[config.mk]
export PLATFORM = sky130hd
export DESIGN_NAME = zup_cfg
export DESIGN_NICKNAME = d
export VERILOG_FILES = /design/src/rtl/core/zup_pkg.sv /design/src/rtl/core/zup_cfg.sv
export SDC_FILE = /design/constraint.sdc
export NUM_CORES = 2
export LEC_CHECK = 0
export ABC_CLOCK_PERIOD_IN_PS = 12500
export BUFFER_PORTS_ARGS = -buffer_cell sky130_fd_sc_hd__buf_2
export CORE_MARGIN = 2
export CORE_UTILIZATION = 40
export DETAILED_ROUTE_END_ITERATION = 6
export HOLD_SLACK_MARGIN = 0.08
export SYNTH_ARGS = -nofsm -noshare
export SYNTH_HDL_FRONTEND = slang
export SYNTH_SLANG_ARGS = --single-unit
[constraint.sdc]
create_clock -name clk -period 12.5 [get_ports clk]
set_input_delay 1.875 -clock clk [delete_from_list [all_inputs] [get_ports clk]]
set_output_delay 1.875 -clock clk [all_outputs]
set_load 0.02 [all_outputs]
[src/rtl/core/zup_pkg.sv]
// Shared types, widths and constants for the z to u-parameter converter.
// No dependencies; every other file of the block imports this package.
package zup_pkg;

  localparam int XW  = 32;
  localparam int PW  = 64;
  localparam int CW  = 66;
  localparam int NW  = 68;
  localparam int PLW = XW + 33;
  localparam int PRW = 101;
  localparam int DW  = 97;
  localparam int QB  = 33;
  localparam int ROOT_W = 32;

  localparam int FR_ST  = 5;
  localparam int DIV_ST = QB + 2;
  localparam int NST    = FR_ST + DIV_ST + 1;

  typedef logic signed [XW-1:0]  fix_t;
  typedef logic signed [PRW-1:0] pr_t;

  typedef struct packed {
    fix_t z11_re;
    fix_t z11_im;
    fix_t z12_re;
    fix_t z12_im;
    fix_t z21_re;
    fix_t z21_im;
    fix_t z22_re;
    fix_t z22_im;
  } zmat_t;

  typedef struct packed {
    fix_t ref1_re;
    fix_t ref1_im;
    fix_t ref2_re;
    fix_t ref2_im;
  } ref_t;

  typedef struct packed {
    ref_t              refs;
    logic [ROOT_W-1:0] root;
    logic              busy;
  } cfg_stat_t;

  typedef enum logic [1:0] {
    REG_REF1_RE = 2'd0,
    REG_REF1_IM = 2'd1,
    REG_REF2_RE = 2'd2,
    REG_REF2_IM = 2'd3
  } reg_idx_t;

  localparam logic [1:0] ERR_NONE     = 2'd0;
  localparam logic [1:0] ERR_ZERO_DIV = 2'd1;
  localparam logic [1:0] ERR_SAT      = 2'd2;

  localparam fix_t REF_RE_RST = 32'sd3276800;
  localparam fix_t SAT_POS    = 32'sh7FFF_FFFF;
  localparam fix_t SAT_NEG    = 32'sh8000_0000;

  function automatic logic signed [PW-1:0] smul(fix_t x, fix_t y);
    smul = PW'(x) * PW'(y);
  endfunction

endpackage

[src/rtl/core/zup_cfg.sv]
// Reference impedance registers and the iterative square root of |Re z1|*|Re z2|.
// Depends on zup_pkg.
module zup_cfg import zup_pkg::*; (
  input  logic        clk,
  input  logic        rst_n,
  input  logic        cfg_valid,
  output logic        cfg_ready,
  input  logic [1:0]  cfg_index,
  input  logic [31:0] cfg_wdata,
  output cfg_stat_t   stat
);

  typedef enum logic [3:0] {
    ST_IDLE = 4'b0001,
    ST_MUL  = 4'b0010,
    ST_ROOT = 4'b0100,
    ST_FIN  = 4'b1000
  } st_t;

  st_t               st_r, st_nxt;
  ref_t              refs_r;
  logic [63:0]       p_r, p_nxt, res_r, res_nxt, bitv, sum;
  logic [4:0]        cnt_r, cnt_nxt;
  logic [ROOT_W-1:0] root_r, root_nxt;
  logic [31:0]       a1, a2;
  logic              wr;

  assign cfg_ready = 1'b1;
  assign wr        = cfg_valid & cfg_ready;

  assign a1   = refs_r.ref1_re[31] ? 32'(-refs_r.ref1_re) : 32'(refs_r.ref1_re);
  assign a2   = refs_r.ref2_re[31] ? 32'(-refs_r.ref2_re) : 32'(refs_r.ref2_re);
  assign bitv = 64'd1 << (6'd62 - {cnt_r, 1'b0});
  assign sum  = res_r + bitv;

  always_comb begin
    st_nxt   = st_r;
    p_nxt    = p_r;
    res_nxt  = res_r;
    cnt_nxt  = cnt_r;
    root_nxt = root_r;
    unique case (st_r)
      ST_IDLE: ;
      ST_MUL: begin
        p_nxt   = 64'(a1) * 64'(a2);
        res_nxt = '0;
        cnt_nxt = '0;
        st_nxt  = ST_ROOT;
      end
      ST_ROOT: begin
        if (p_r >= sum) begin
          p_nxt   = p_r - sum;
          res_nxt = (res_r >> 1) + bitv;
        end else begin
          res_nxt = res_r >> 1;
        end
        cnt_nxt = cnt_r + 5'd1;
        if (cnt_r == 5'd31) st_nxt = ST_FIN;
      end
      ST_FIN: begin
        root_nxt = res_r[ROOT_W-1:0] + ROOT_W'(p_r > res_r);
        st_nxt   = ST_IDLE;
      end
      default: st_nxt = ST_IDLE;
    endcase
    if (wr) st_nxt = ST_MUL;
  end

  always_ff @(posedge clk) begin
    if (!rst_n) begin
      st_r           <= ST_MUL;
      cnt_r          <= '0;
      refs_r.ref1_re <= REF_RE_RST;
      refs_r.ref1_im <= '0;
      refs_r.ref2_re <= REF_RE_RST;
      refs_r.ref2_im <= '0;
    end else begin
      st_r  <= st_nxt;
      cnt_r <= cnt_nxt;
      if (wr) begin
        unique case (reg_idx_t'(cfg_index))
          REG_REF1_RE: refs_r.ref1_re <= cfg_wdata;
          REG_REF1_IM: refs_r.ref1_im <= cfg_wdata;
          REG_REF2_RE: refs_r.ref2_re <= cfg_wdata;
          REG_REF2_IM: refs_r.ref2_im <= cfg_wdata;
          default: ;
        endcase
      end
    end
  end

  always_ff @(posedge clk) begin
    p_r    <= p_nxt;
    res_r  <= res_nxt;
    root_r <= root_nxt;
  end

  assign stat.refs = refs_r;
  assign stat.root = root_r;
  assign stat.busy = (st_r != ST_IDLE);

endmodule

==> impl_metrics.py <==
metrics = {
    "outcome": {
        "status": "completed",
    },
    "drt": {
        "detail-route-antenna-nets": 0,
        "wl_per_cell_microns": 21.9,
        "viasPerCell": 5.49,
        "drcViolationCount": 0,
        "drt_iter0_drc": 3906,
        "first_pass_iters": 6,
        "routed_wirelength_microns": 187000,
        "via_count": 46800,
    },
    "setup_path": {
        "cp-end-kind": "register",
        "max_stage_delay_ns": 0.95,
        "critPathArrivalTime_ns": 11.58,
        "slowest_stage": "xor2_2",
        "cp_data_required_time_ns": 12.81,
        "critPathMaxFanout": 13,
        "path_class": "register to register",
        "start_kind": "register",
        "cpMostUsedCell": "fa_1",
    },
    "global_route": {
        "grt_pass1_wl_microns": 288000,
        "grt.overflow.total": 0,
        "antenna_found_initial": 2,
        "track_usage_pct": 26.4,
        "grt_max_degree": 74,
        "grt_pass1_vias": 48300,
    },
    "clocking": {
        "cts_tree": "done",
        "ctsResizeCount": 0,
        "clockBufferDepth": 3,
        "cts_setup_buffers": 0,
        "ctsHtreeMaxLevel": 2,
        "clk_pin_slew_worst_paths_ns": 0.07,
        "cts_buffers": 38,
        "clkLatencyLatePin_ns": 0.60,
        "ctsHoldBuffers": 0,
        "cts_root_buffer": "clkbuf_16",
        "cts.sinks": 297,
    },
    "timing": {
        "grt_setup_unrepaired": "no",
        "skew_ns": 0.0296,
        "maxSlewHeadroom_pct": 6.79,
        "period_share_pct": 90.1,
        "final_hold_viol_count": 0,
        "fmax_ghz": 0.0888,
        "fin_crit_ns": 11.27,
        "drv_slew": 0,
        "worst_slew_pin_slew_ns": 1.39,
        "tns_ns": 0,
        "hold_ws_ns": 0.459,
        "setup_viol": 0,
    },
    "yosys": {
        "synth_top_area_share_pct": 32.1,
        "syn_nets": 8011,
        "synthMuxAreaShare_pct": 0.161,
        "yosys.area_share.simple_pct": 16.9,
        "synth.area.top_cells": "fa_1 32%, ha_1 10%, edfxtp_1 8.6%, nand2_1 6.8%, inv_1 6.5%",
        "ys_seq_area_share_pct": 13.5,
        "synth_compound_area_share_pct": 12.2,
        "ys_seq_elements": 297,
        "yosysTopAreaCell": "fa_1",
        "synthAdderAreaFrac_pct": 42.6,
        "syn_inst": 6609,
        "synth_top_family_by_area": "adder cells",
        "synth_commonest_cells": "1009 x nand2_1, 973 x inv_1, 897 x fa_1",
        "synth_edf_count": 160,
        "syn_area_per_cell_sq_um": 8.46,
        "synthXorXnorAreaFrac_pct": 5.72,
        "netlist_area_sq_mm": 0.0559,
        "netlist-cell-type-count": 95,
        "async_reset_ff_share_pct": 0,
        "yosys_warnings": 0,
        "synth_flop_cell": "edfxtp_1",
        "synthMostInstantiatedCell": "nand2_1",
    },
    "place": {
        "portBuffers": 197,
        "routabilityCongestion": 0.939,
        "dp_hpwl_microns": 146000,
    },
    "final_layout": {
        "areaGrowthSynthToFinish_pct": 8.61,
        "drive_gt1_share_pct": 7.56,
        "final_util_pct": 43.7,
        "layout.nets": 8022,
    },
    "die": {
        "die_h_microns": 378,
        "start_util_pct": 40.2,
        "pin_count": 199,
        "coreArea_sq_mm": 0.139,
        "dieWidth_microns": 378,
        "dieArea_sq_mm": 0.143,
        "std_cell_rows": 137,
    },
    "power": {
        "p_per_area_mw_per_mm2": 97.1,
        "ir_worst_vdd_uv": 122,
        "leakage_nw": 27.7,
    },
    "hold_path": {
        "hp-class": "register to register",
    },
    "job": {
        "cap_violations": 0,
    },
}
==> worst max-delay path, delay by kind of cell (launching register included) <==
kind / cells / cell delay [ns]
AO/OA/AOI/OAI: 7 / 2.19
flip-flops: 1 / 0.34
XOR/XNOR: 2 / 1.10
adder cells (fa/ha/maj): 9 / 4.48
AND/OR/NAND/NOR: 7 / 2.32
multiplexers: 1 / 0.09
buffers and inverters: 4 / 0.43
==> layout make-up <==
cell class | count | area, sq um
Fill cell | 13900 | 78300
Multi-Input combinational cell | 5008 | 44100
Sequential cell | 297 | 7550
Inverter | 975 | 3660
Tap cell | 1876 | 2350
Timing Repair Buffer | 300 | 1760
Clock buffer | 45 | 1030
Clock inverter | 25 | 231
Antenna cell | 1 | 2.50
==> worst paths after layout <==
| path | startpoint | endpoint | slack, ns | cells after the start |
|---|---|---|---|---|
| max | stat[129] | p_r[61] | 1.23 | 30 |
| min | stat[102] | stat[102] | 0.46 | 2 |
| max reg2reg | stat[129] | p_r[61] | 1.23 | 30 |
| min reg2reg | stat[102] | stat[102] | 0.46 | 2 |
==> routing by layer <==
layer	up-vias	global-route usage, %	part of all wire, %
met5	-	0	0.0043
met4	2	10.4	4.7
met3	414	5.87	9.4
met2	2100	42.3	45
met1	23100	34.5	41
li1	21200	-	-
==> cell usage in the layout, fill, tap and decap left out, types with 12 or more instances in the layout <==
| cell type | n |
|---|---|
| nand2_1 | 1007 |
| inv_1 | 972 |
| fa_1 | 897 |
| nor2_1 | 800 |
| ha_1 | 468 |
| a21oi_1 | 259 |
| xnor2_1 | 199 |
| o21ai_0 | 197 |
| buf_2 | 196 |
| edfxtp_1 | 160 |
| dfxtp_1 | 137 |
| a21boi_0 | 132 |
| xor2_1 | 105 |
| buf_4 | 104 |
| a21o_1 | 97 |
| nand4_1 | 88 |
| nand3_1 | 65 |
| a31oi_1 | 62 |
| o21bai_1 | 40 |
| clkbuf_16 | 39 |
| nor3_1 | 38 |
| and3_1 | 37 |
| o31ai_1 | 37 |
| nand2b_1 | 29 |
| and2_1 | 28 |
| nor2b_1 | 27 |
| o21a_1 | 26 |
| a211oi_1 | 26 |
| or3_1 | 24 |
| nor4_1 | 22 |
| xnor2_2 | 19 |
| a31o_2 | 17 |
| xor2_2 | 17 |
| or2_2 | 16 |
| a41oi_1 | 12 |
| xnor2_4 | 12 |
==> metrics by stage <==
stage               power (mW)  std cells  setup slack [ns]  area [sq um]
CTS                       5.87       8526              1.41         60700
global route              6.33       8526             0.751         60700
global placement          4.68       8456              1.53         59400
detailed placement        4.70       8456              1.46         59400
floorplan                 3.66       6609              2.37         55900
finish                    5.90       8527              1.23         60700
==> flip-flops by register name, indices dropped and copies added, names as in the netlist <==
signal	count
p_r	64
st_r	4
root_r	32
res_r	64
cnt_r	5
stat	128
==> where the power goes <==
part | internal (mW) | leakage [nW] | switching, mW | total (mW)
logic | 1.28 | 24.3 | 2.16 | 3.43
registers | 1.19 | 2.74 | 0.135 | 1.32
clock network | 0.656 | 0.625 | 0.485 | 1.14
total | 3.12 | 27.7 | 2.78 | 5.90
==> kinds of logic after synthesis <==
group | count (synthesis)
muxes | 9
buffers and inverters | 1304
AOI/OAI and AO/OA | 1032
other | 1
xor gates and xnor gates | 363
DFF | 297
adders and majority gates | 1365
and+or+nand+nor | 2238
(Power assumes the default switching activity.)
